$ cat config.mk
export PLATFORM = sky130hd
export DESIGN_NAME = hsv_to_rgb_sextant_unit
export DESIGN_NICKNAME = d
export VERILOG_FILES = /design/src/rtl/hsvs_pkg.sv /design/src/rtl/hsvs_prod.sv /design/src/rtl/hsvs_level.sv /design/src/rtl/hsv_to_rgb_sextant_unit.sv
export SDC_FILE = /design/constraint.sdc
export NUM_CORES = 1
export LEC_CHECK = 0
export BUFFER_PORTS_ARGS = -buffer_cell sky130_fd_sc_hd__buf_2
export CORE_MARGIN = 1.5
export CORE_UTILIZATION = 41
export CTS_CLUSTER_SIZE = 12
export DETAILED_ROUTE_END_ITERATION = 7
export GPL_ROUTABILITY_DRIVEN = 0
export PLACE_DENSITY = 0.62
export SYNTH_ARGS = -nofsm -noshare
export SYNTH_HDL_FRONTEND = slang
export SYNTH_SLANG_ARGS = --single-unit
export TNS_END_PERCENT = 10
$ cat constraint.sdc
create_clock -name clock -period 5.52 [get_ports clock]
set_clock_uncertainty 0.05 [all_clocks]
set_input_delay 0.552 -clock clock [delete_from_list [all_inputs] [get_ports clock]]
set_output_delay 0.552 -clock clock [all_outputs]
set_load 0.05 [all_outputs]
$ cat src/rtl/hsvs_pkg.sv
// Shared types and constants for the HSV to RGB sextant converter.
package hsvs_pkg;

   localparam int HUE_W = 11;
   localparam int CH_W  = 8;

   // Sextant codes
   localparam logic [2:0] SEXT_0   = 3'd0;
   localparam logic [2:0] SEXT_1   = 3'd1;
   localparam logic [2:0] SEXT_2   = 3'd2;
   localparam logic [2:0] SEXT_3   = 3'd3;
   localparam logic [2:0] SEXT_4   = 3'd4;
   localparam logic [2:0] SEXT_MAX = 3'd5;

   localparam logic [8:0]  K_FULL    = 9'd256;
   localparam logic [7:0]  CH_FULL   = 8'hff;
   localparam logic [15:0] SLOPE_TOP = 16'hff00;

   // After the first stage: sextant, gray flag, value, s*k and 255-s
   typedef struct packed {
      logic [2:0]  sext;
      logic        gray;
      logic [7:0]  v;
      logic [15:0] sk;
      logic [7:0]  inv_s;
   } frac_type;

   // After the second stage: the two raw products
   typedef struct packed {
      logic [2:0]  sext;
      logic        gray;
      logic [7:0]  v;
      logic [23:0] d;
      logic [15:0] w;
   } prod_type;

endpackage

$ cat src/rtl/hsvs_prod.sv
// First two pipeline stages: sextant decode, s*k, then the value products.
module hsvs_prod (
   input  logic                clock,
   input  logic                reset,
   input  logic                in_valid,
   output logic                in_ready,
   input  logic [10:0]         hue,
   input  logic [7:0]          saturation,
   input  logic [7:0]          brightness,
   output logic                out_valid,
   input  logic                out_ready,
   output hsvs_pkg::prod_type  out_word
);

   logic               a_valid_ff, a_valid_in;
   hsvs_pkg::frac_type a_word_ff, a_word_in;
   logic               b_valid_ff, b_valid_in;
   hsvs_pkg::prod_type b_word_ff, b_word_in;
   logic               a_adv, b_adv;
   logic [2:0]         sext_raw;
   logic [8:0]         k;
   logic [16:0]        sk_full;
   logic [15:0]        slope_diff;
   logic [23:0]        d_prod;
   logic [15:0]        w_prod;

   assign b_adv    = !b_valid_ff || out_ready;
   assign a_adv    = !a_valid_ff || b_adv;
   assign in_ready = a_adv;

   // stage A: clamp sextant, pick rising or falling k, form s*k
   always_comb begin
      sext_raw = hue[10:8];
      a_word_in.sext  = (sext_raw > hsvs_pkg::SEXT_MAX) ? hsvs_pkg::SEXT_MAX : sext_raw;
      k = a_word_in.sext[0] ? {1'b0, hue[7:0]} : hsvs_pkg::K_FULL - {1'b0, hue[7:0]};
      sk_full = {1'b0, saturation} * {8'd0, k};
      a_word_in.sk    = sk_full[15:0];
      a_word_in.gray  = (saturation == 8'd0);
      a_word_in.v     = brightness;
      a_word_in.inv_s = hsvs_pkg::CH_FULL - saturation;
      a_valid_in = a_adv ? in_valid : a_valid_ff;
   end

   // stage B: the two value products
   always_comb begin
      slope_diff = hsvs_pkg::SLOPE_TOP - a_word_ff.sk;
      d_prod     = {16'd0, a_word_ff.v} * {8'd0, slope_diff};
      w_prod     = {8'd0, a_word_ff.v} * {8'd0, a_word_ff.inv_s} + 16'd1;
      b_word_in.sext = a_word_ff.sext;
      b_word_in.gray = a_word_ff.gray;
      b_word_in.v    = a_word_ff.v;
      b_word_in.d    = d_prod;
      b_word_in.w    = w_prod;
      b_valid_in = b_adv ? a_valid_ff : b_valid_ff;
   end

   always_ff @(posedge clock) begin
      if (reset) begin
         a_valid_ff <= 1'b0;
         b_valid_ff <= 1'b0;
      end else begin
         a_valid_ff <= a_valid_in;
         b_valid_ff <= b_valid_in;
      end
   end

   // hold payload while stalled
   always_ff @(posedge clock) begin
      if (a_adv) begin
         a_word_ff <= a_word_in;
      end
      if (b_adv) begin
         b_word_ff <= b_word_in;
      end
   end

   assign out_valid = b_valid_ff;
   assign out_word  = b_word_ff;

endmodule

$ cat src/rtl/hsvs_level.sv
// Final stage: rounding corrections, channel routing and output register.
module hsvs_level (
   input  logic                clock,
   input  logic                reset,
   input  logic                in_valid,
   output logic                in_ready,
   input  hsvs_pkg::prod_type  in_word,
   output logic                out_valid,
   input  logic                out_ready,
   output logic [7:0]          red,
   output logic [7:0]          green,
   output logic [7:0]          blue
);

   logic        c_valid_ff, c_valid_in;
   logic [7:0]  red_ff, red_in;
   logic [7:0]  green_ff, green_in;
   logic [7:0]  blue_ff, blue_in;
   logic        c_adv;
   logic [16:0] w_corr;
   logic [24:0] d_corr;
   logic [7:0]  hi, lo, sl;

   assign c_adv    = !c_valid_ff || out_ready;
   assign in_ready = c_adv;

   always_comb begin
      w_corr = {1'b0, in_word.w} + {9'd0, in_word.w[15:8]};
      d_corr = {1'b0, in_word.d} + {9'd0, in_word.d[23:8]} + {17'd0, in_word.v};
      hi = in_word.v;
      lo = w_corr[15:8];
      sl = d_corr[23:16];
      unique case (in_word.sext)
         hsvs_pkg::SEXT_0: begin
            red_in = hi; green_in = sl; blue_in = lo;
         end
         hsvs_pkg::SEXT_1: begin
            red_in = sl; green_in = hi; blue_in = lo;
         end
         hsvs_pkg::SEXT_2: begin
            red_in = lo; green_in = hi; blue_in = sl;
         end
         hsvs_pkg::SEXT_3: begin
            red_in = lo; green_in = sl; blue_in = hi;
         end
         hsvs_pkg::SEXT_4: begin
            red_in = sl; green_in = lo; blue_in = hi;
         end
         default: begin
            red_in = hi; green_in = lo; blue_in = sl;
         end
      endcase
      // zero saturation: drop the levels, output gray
      if (in_word.gray) begin
         red_in   = hi;
         green_in = hi;
         blue_in  = hi;
      end
      c_valid_in = c_adv ? in_valid : c_valid_ff;
   end

   always_ff @(posedge clock) begin
      if (reset) begin
         c_valid_ff <= 1'b0;
      end else begin
         c_valid_ff <= c_valid_in;
      end
   end

   always_ff @(posedge clock) begin
      if (c_adv) begin
         red_ff   <= red_in;
         green_ff <= green_in;
         blue_ff  <= blue_in;
      end
   end

   assign out_valid = c_valid_ff;
   assign red       = red_ff;
   assign green     = green_ff;
   assign blue      = blue_ff;

endmodule

$ cat src/rtl/hsv_to_rgb_sextant_unit.sv
// Throughput: one pixel per cycle while rsp_ready keeps the output moving.
// An accepted req_ word passes three register stages (s*k, the value
// products, then rounding and routing), each with its own valid bit.
// Reset (synchronous, active high) empties all stages; payload registers
// are not reset.
module hsv_to_rgb_sextant_unit (
   input  logic        clock,
   input  logic        reset,
   input  logic        req_valid,
   output logic        req_ready,
   input  logic [10:0] req_hue,
   input  logic [7:0]  req_saturation,
   input  logic [7:0]  req_brightness,
   output logic        rsp_valid,
   input  logic        rsp_ready,
   output logic [7:0]  rsp_red,
   output logic [7:0]  rsp_green,
   output logic [7:0]  rsp_blue
);

   logic               prod_valid;
   logic               prod_ready;
   hsvs_pkg::prod_type prod_word;

   hsvs_prod u_prod (
      .clock      (clock),
      .reset      (reset),
      .in_valid   (req_valid),
      .in_ready   (req_ready),
      .hue        (req_hue),
      .saturation (req_saturation),
      .brightness (req_brightness),
      .out_valid  (prod_valid),
      .out_ready  (prod_ready),
      .out_word   (prod_word)
   );

   hsvs_level u_level (
      .clock     (clock),
      .reset     (reset),
      .in_valid  (prod_valid),
      .in_ready  (prod_ready),
      .in_word   (prod_word),
      .out_valid (rsp_valid),
      .out_ready (rsp_ready),
      .red       (rsp_red),
      .green     (rsp_green),
      .blue      (rsp_blue)
   );

`ifndef SYNTHESIS
   // input can only back up once the output holds an unread word
   a_backpressure: assert property (@(posedge clock) disable iff (reset)
      !req_ready |-> (rsp_valid && !rsp_ready))
      else $error("req_ready low with output stage free");

   a_reset_empty: assert property (@(posedge clock)
      ($past(reset) && !reset) |-> !rsp_valid)
      else $error("rsp_valid after reset");

   // a gray pixel that flows through unstalled comes out as its value
   a_gray_pass: assert property (@(posedge clock) disable iff (reset)
      ($past(req_valid && req_ready && (req_saturation == 8'd0), 3)
       && $past(rsp_ready, 1) && $past(rsp_ready, 2)
       && !$past(reset, 1) && !$past(reset, 2))
      |-> (rsp_valid && (rsp_red == $past(req_brightness, 3))
           && (rsp_green == $past(req_brightness, 3))
           && (rsp_blue == $past(req_brightness, 3))))
      else $error("gray pixel mismatch");
`endif

endmodule

### Yosys cells after proc, flatten, opt, wreduce, memory -nomap -nowiden

Index checks and enable logic that the tools add are counted.

| storage, ports and cells | value |
|---|---|
| flip-flop bits (word level) | 115 |
| bits of input ports | 31 |
| output and inout port bits | 26 |
| logic and storage cells | 54 |

| cells by class | value |
|---|---|
| add/sub/neg operators | 7 |
| multipliers | 3 |
| magnitude comparators | 1 |
| equality and inequality tests | 4 |
| mux-type cells | 8 |
| reductions and logical operators | 14 |

Operator list:

| operator | number |
|---|---|
| $pmux 8 s2 | 3 |
| $add 24x16->24 | 1 |
| $add 24x8->24 | 1 |
| $mul 8x16->24 | 1 |
| $mux 8 | 3 |
| $add 16x1->16 const B | 1 |
| $add 16x8->16 | 1 |
| $mul 8x8->16 | 1 |
| $mul 8x9->16 | 1 |
| $sub 16x16->16 const A | 1 |
| $reduce_or 2->1 | 6 |
| $mux 9 | 1 |
| $sub 9x8->9 const A | 1 |
| $logic_not 8->1 | 1 |
| $sub 8x8->8 const A | 1 |
| $eq 3x2->1 const B | 2 |
| $eq 3x1->1 const B | 1 |
| $eq 3x3->1 const B | 1 |
| $gt 3x3->1 const B | 1 |
| $logic_not 1->1 | 3 |
| $logic_not 3->1 | 1 |
| $logic_or 1x1->1 | 3 |
| $mux 1 | 1 |

### Longest topological paths before layout

Gate-level depths: netlist (run 1).

| depth | value |
|---|---|
| depth after elaboration | 4 |
| mapped depth | 25 |
| mapped depth without buffers | 24 |

### Hierarchy

From an unflattened synthesis (run 1), not the netlist that was laid out.

| unflattened totals | value |
|---|---|
| cells, all modules | 1409 |
| area, all modules | 13993.4 sq um |

Modules (own cells, without submodules):

| module | times used | cells each | area each (sq um) | sequential area each (sq um) |
|---|---|---|---|---|
| hsvs_prod | 1 | 1146 | 11459.7 | 2682.6 |
| hsvs_level | 1 | 263 | 2533.7 | 740.7 |

### Least setup slack after synthesis (run 1)

Ideal clock, no wire load.

| timing | value |
|---|---|
| path type | register to register |
| start point | reg u_prod.a_word_ff[8] (netlist bit) |
| end point | reg u_prod.b_word_ff, in the netlist u_prod.out_word[36] (data pin) |
| setup time | 0.259 ns |
| data arrival time | 5.160 ns |
| required time | 5.211 ns |
| setup slack | 0.051 ns |
| cell stages (with the launch flop) | 24 |
| path buffers | 1 |
| period minus slack after synthesis | 5.469 ns |
| cell sequence | edfxtp_1 clkbuf_1 inv_1 ha_1 nand2_1 or3_1 nand2b_1 or2_2 xor2_1 and2_1 fa_1 fa_1 fa_1 inv_1 fa_1 inv_1 ha_1 and2_1 nand3_1 o31ai_1 nand4_1 nand4b_1 a21oi_1 xnor2_1 |

| between the ends | value |
|---|---|
| word-level cells in the longest chain between the ends | 2 |

RTL lines:

| what | line | source |
|---|---|---|
| from (decl) | hsvs_prod.sv:16 | `hsvs_pkg::frac_type a_word_ff, a_word_in;` |
| from (signal assigned) | hsvs_prod.sv:70 | `a_word_ff <= a_word_in;` |
| $sub 16x16->16 | hsvs_prod.sv:46 | `slope_diff = hsvs_pkg::SLOPE_TOP - a_word_ff.sk;` |
| $mul 8x16->24 | hsvs_prod.sv:47 | `d_prod = {16'd0, a_word_ff.v} * {8'd0, slope_diff};` |
| net u_prod.d_prod[20] | hsvs_prod.sv:24 | `logic [23:0] d_prod;` |
| to (signal assigned) | hsvs_prod.sv:73 | `b_word_ff <= b_word_in;` |
| to (decl) | hsvs_prod.sv:18 | `hsvs_pkg::prod_type b_word_ff, b_word_in;` |

The timed path passes the listed nets, and every way through them passes these cells.
A chain may end at the register's enable or synchronous reset.

### Worst setup path after layout (run 1)

| timing | value |
|---|---|
| start point | reg u_prod.a_word_ff[11] (netlist bit) |
| end point | reg u_prod.b_word_ff, in the netlist u_prod.out_word[36] (data pin) |

Same word-level chain as after synthesis.

==> impl_metrics.ini, run 1 <==
[status]
status = complete, no violations

[sta]
tightest_slew_ns = 1.02
hold_viol_final = 0
setup_violations = 0
whs_ns = 0.261
period_needed_ns = 5.49
fin_crit_sh_pct = 99.4
rsz0062_at_grt = yes
setup_ws_ns = 0.0318
drv_slew = 0
max_slew_margin_pct = 32.0
fmax_mhz = 182

[yosys]
synthesis.nets = 1724
synth.distinct_cells = 58
ys_async_sr_fraction_pct = 0
syn_area_per_cell_um2 = 9.94
synth_area_leaders = edfxtp_1 25%, fa_1 25%, ha_1 14%
yosysTopAreaCellShare_pct = 24.6
ys_seq_elements = 115
synthFlopType = edfxtp_1
syn_inst = 1375
syn-cell-area_um2 = 13700
seq_area_frac_synth_pct = 25.0
synth-edff-count = 112
yosysTopAreaCell = edfxtp_1
synth_warnings = 0

[worst_setup_path]
timing.rr.start = u_prod.a_word_ff[11]
endpoint_kind = register
critPathCapture = u_prod.out_word[36]
crit_path_frequent_cell = fa_1
slowest_stage = fa_1
cp.arrival_ns = 5.59
start_kind = register
crit_path_cell_trace = nor4_4, nand2_1, buf_4, xor2_1, buf_4, and2_1, fa_1, fa_1, fa_1, fa_1, ha_4, o21a_1, o21a_1, a2111oi_4, o31ai_4, nand4_1, nand4b_1, a21oi_2, xnor2_1
worstReg2RegEnd = u_prod.out_word[36]
crit_type = reg -> reg
cp.required_ns = 5.62
critPathMaxStageDelay_ns = 0.57
worstPathMaxFanout = 8
ff2ff_setup_slack_ns = 0.03
worstRegToRegCells = 19
cp-startpoint = u_prod.a_word_ff[11]

[clock_tree]
cts_tree = built
clk-insertion-delay-late_ns = 0.41
htree_levels = 4
clock_sinks = 115
clockRootBuffer = clkbuf_16
clk_pin_slew_worst_paths_ns = 0.06
numCtsBuffers = 17
clockBufferDepth = 2

[global_routing]
first_global_vias = 10100
antenna_found_initial = 0
gr-total-overflow = 0
grt_pass1_wl_mm = 48.6
grt_max_degree = 53
grt_usage_pct = 17.9

[floorplan]
rows = 66
ios = 57
die_y_um = 186
start_util_pct = 41.8
core_um2 = 32700
die_x_um = 186
die_area_um2 = 34500

[cells_and_area]
layout_commonest_cell = inv_1
drive_gt1_share_pct = 14.7
layout.nets = 1846
synthToLayoutAreaGrowth_pct = 16.2
layout_common_cells = 216 x inv_1, 163 x fa_1, 142 x ha_1
diodes = 0

[placed_design]
io_buffers = 56
preCtsSetupSlack_ns = -0.208
hpwl_mm = 23.6

[drt]
drt_drc_violations_left = 0
dr_total_vias = 9692
ant_nets = 0
wire_per_inst_um = 14.9
drt-total-wl_mm = 29.2
drt-pass1-iter-count = 5
vias_per_cell = 4.97
drtIter0Drc = 382

[flow_run]
cap_violations = 0

[min_path]
holdCritPathClass = in -> reg
## per-layer routing
layer  vias up  GRT usage (%)  part of all wire (%)
li1       4744              -                     -
met1      4716           21.9                    44
met2       201           33.1                    51
met3        31           2.43                   3.2
met4         0           4.10                   1.4
met5         -              0                     0
## worst max-delay path, delay by kind of cell (launching register included)
family / cells / cell delay (ns)
AO/OA/AOI/OAI: 5 / 1.10
XOR/XNOR: 2 / 0.21
adder cells (fa/ha/maj): 5 / 2.27
buffers and inverters: 2 / 0.31
flip-flops: 1 / 0.43
AND/OR/NAND/NOR: 5 / 0.84
## Yosys cell counts, types with 10 or more instances
library cell	number
inv_1	219
fa_1	168
ha_1	150
and2_1	146
edfxtp_1	112
nor2_1	109
nand2_1	95
xnor2_1	55
a21oi_1	53
clkbuf_1	26
xor2_1	25
o21ai_0	22
a21o_1	18
nand2b_1	18
nor3_1	18
nand3_1	16
nor2b_1	10
## area by class of cell
| cell class | count | area [µm²] |
|---|---|---|
| Tap cell | 442 | 553 |
| Sequential cell | 115 | 3420 |
| Fill cell | 3054 | 16800 |
| Clock inverter | 13 | 159 |
| Timing Repair Buffer | 130 | 843 |
| Clock buffer | 19 | 433 |
| Multi-Input combinational cell | 1007 | 9620 |
| Inverter | 226 | 848 |
## through the flow
step           setup TNS [ns]  cells  area (µm²)  utilization [%]
6_report                    0   1952       15900             48.6
2_1_floorplan               0   1375       13700                -
3_3_place_gp           -0.183   1909       14900             45.5
3_5_place_dp           -0.596   1909       14900             45.5
5_1_grt                 -1.01   1952       15900             48.6
4_1_cts                     0   1941       15500             47.4
## how the worst min path moves through the flow
| stage | slack [ns] | cells past startpoint | endpoint | from |
|---|---|---|---|---|
| floorplan | 0.35 | 0 | u_prod.out_word[48] | u_prod.a_word_ff[32] |
| global placement | 0.36 | 0 | u_prod.out_word[49] | u_prod.a_word_ff[33] |
| global route | 0.25 | 1 | u_prod.a_word_ff[27] | req_brightness[3] |
| detailed placement | 0.36 | 0 | u_prod.out_word[50] | u_prod.a_word_ff[34] |
| finish | 0.26 | 1 | u_prod.a_word_ff[26] | req_brightness[2] |
| CTS | 0.25 | 1 | u_prod.a_word_ff[26] | req_brightness[2] |
## cell families after synthesis
| group | synth area share, % |
|---|---|
| simple gates | 16.0 |
| fa+ha+maj | 38.3 |
| buf+inv | 6.95 |
| compound gates | 8.39 |
| flops | 25.0 |
| xor+xnor | 5.12 |
| mux | 0.146 |
## registers in the layout, indices dropped and copies added (netlist names)
signal	count
u_prod.out_word	52
u_prod.a_word_ff	36
u_level.out_valid	1
u_prod.a_valid_ff	1
u_level.red	8
u_level.green	8
u_level.blue	8
u_prod.out_valid	1
## what timing repair did
action,in CTS,in global routing
endpoints found under the setup margin,7,10
hold buffers,0,0
pin swaps,4,45
buffers inserted,0,11
resized for setup,6,59
Power of run 1 is not shown: default switching activity piles up to over one toggle a cycle in this logic, so the estimate is an artifact.
==> run 2, diff against run 1 <==
CORE_ASPECT_RATIO = 1.5   (was not set)
==> run 2 against run 1 <==
Effect of this change:
- clock-buffer cell count is 1 lower
- worst setup slack worse by 0.025 ns
- flip-flop and latch count stayed put
- die area hardly changed
- core utilization is 0.34 points lower
- final area is 0.61% lower
- cell count is 1.4% lower
- via count is 3.2% higher
==> impl_metrics.ini, run 2 (synthesis gave the netlist of run 1 again) <==
[worst_setup_path]
crit_type = reg -> reg
critical-path-top-delay-family = adder cells
endpoint_kind = register
slowest_stage = fa_1
crit_path_frequent_cell = fa_1
worstPathMaxFanout = 3
cp.required_ns = 5.64
cp.arrival_ns = 5.64
critPathMaxStageDelay_ns = 0.52
cp_num_buf_inv = 3
crit_path_cell_trace = nor4_4, nand2_1, or3_4, nand2b_4, or2_4, xor2_2, buf_4, and2_4, fa_1, fa_1, fa_1, inv_2, fa_1, inv_2, ha_4, a21o_1, a21o_1, a21oi_2, o21ai_2, nor3_2, a21oi_2, xnor2_1
start_kind = register
ff2ff_setup_slack_ns = 0.007

[cells_and_area]
layout_common_cells = 215 x inv_1, 166 x fa_1, 143 x ha_1
drive_gt1_share_pct = 14.4
multi_input_area_um2 = 9570
fill_cells = 3015
synthToLayoutAreaGrowth_pct = 15.5
layout_commonest_cell = inv_1
layout.nets = 1848
diodes = 0
largest_register_ffs = 52
register_area_um2 = 3420
fin_util_pct = 48.2

[floorplan]
die_y_um = 227
start_util_pct = 41.8
ios = 57
die_area_um2 = 34500
die_x_um = 152
core_um2 = 32700
rows = 81

[clock_tree]
numCtsBuffers = 17
cts_tree = built
clockBufferDepth = 2
clk_pin_slew_worst_paths_ns = 0.06
clockRootBuffer = clkbuf_16
htree_levels = 4
clock_sinks = 115
clk-insertion-delay-late_ns = 0.43

[sta]
setup_violations = 0
setup_ws_ns = 0.00669
period_needed_ns = 5.51
hold_viol_final = 0
setup_tns_ns = 0
whs_ns = 0.248
max_slew_margin_pct = 37.4
fmax_mhz = 181
drv_slew = 0
rsz0062_at_grt = yes
fin_crit_sh_pct = 99.9
tightest_slew_ns = 0.939

[global_routing]
first_global_vias = 10800
grt_max_degree = 53
antenna_found_initial = 0
grt_usage_pct = 18.8
grt_pass1_wl_mm = 51.3
gr-total-overflow = 0

[drt]
vias_per_cell = 5.20
dr_total_vias = 10000
drt_drc_violations_left = 0
drt-pass1-iter-count = 7
wire_per_inst_um = 16.0
drt-total-wl_mm = 30.9
drtIter0Drc = 408
ant_nets = 0

[min_path]
holdCritPathClass = in -> reg

[flow_run]
cap_violations = 0

[placed_design]
preCtsSetupSlack_ns = -0.193
io_buffers = 56
hpwl_mm = 25.0

[status]
status = complete, no violations
[run 2: path summary, 6_finish.rpt]
| kind | start | endpoint | cells after the start |
|---|---|---|---|
| setup reg to reg | u_prod.a_word_ff[12] | u_prod.out_word[39] | 22 |
| hold / removal | req_brightness[3] | u_prod.a_word_ff[27] | 1 |
| setup / recovery | u_prod.a_word_ff[12] | u_prod.out_word[39] | 22 |
| hold reg to reg | u_prod.a_word_ff[35] | u_prod.out_word[51] | 0 |
[run 2: what timing repair did]
action	4_1_cts	5_1_grt
hold buffers	0	0
pin swaps	0	32
endpoints found under the setup margin	6	9
resized for setup	5	49
setup buffers	0	7
gates cloned	0	0
[run 2: per-stage QoR]
stage	cells	area, µm²
finish	1925	15800
global route	1925	15800
CTS	1918	15500
detailed placement	1888	14900
global placement	1888	14900
floorplan	1375	13700
[run 2: area by class of cell]
cell class | count | share of cell area (%)
clock buffer | 18 | 2.72
clock inverter | 12 | 0.896
tap | 415 | 3.29
multi-input combinational | 1007 | 60.6
sequential | 115 | 21.7
inverter | 226 | 5.37
timing repair buffer | 132 | 5.39
[run 2: per-layer routing]
metal	GRT usage [%]	routed length, µm
met3	2.77	1200
met4	10.1	1340
met1	19.1	11400
met2	36.8	16900
met5	0	0
Power of run 2 is left out for the same reason.
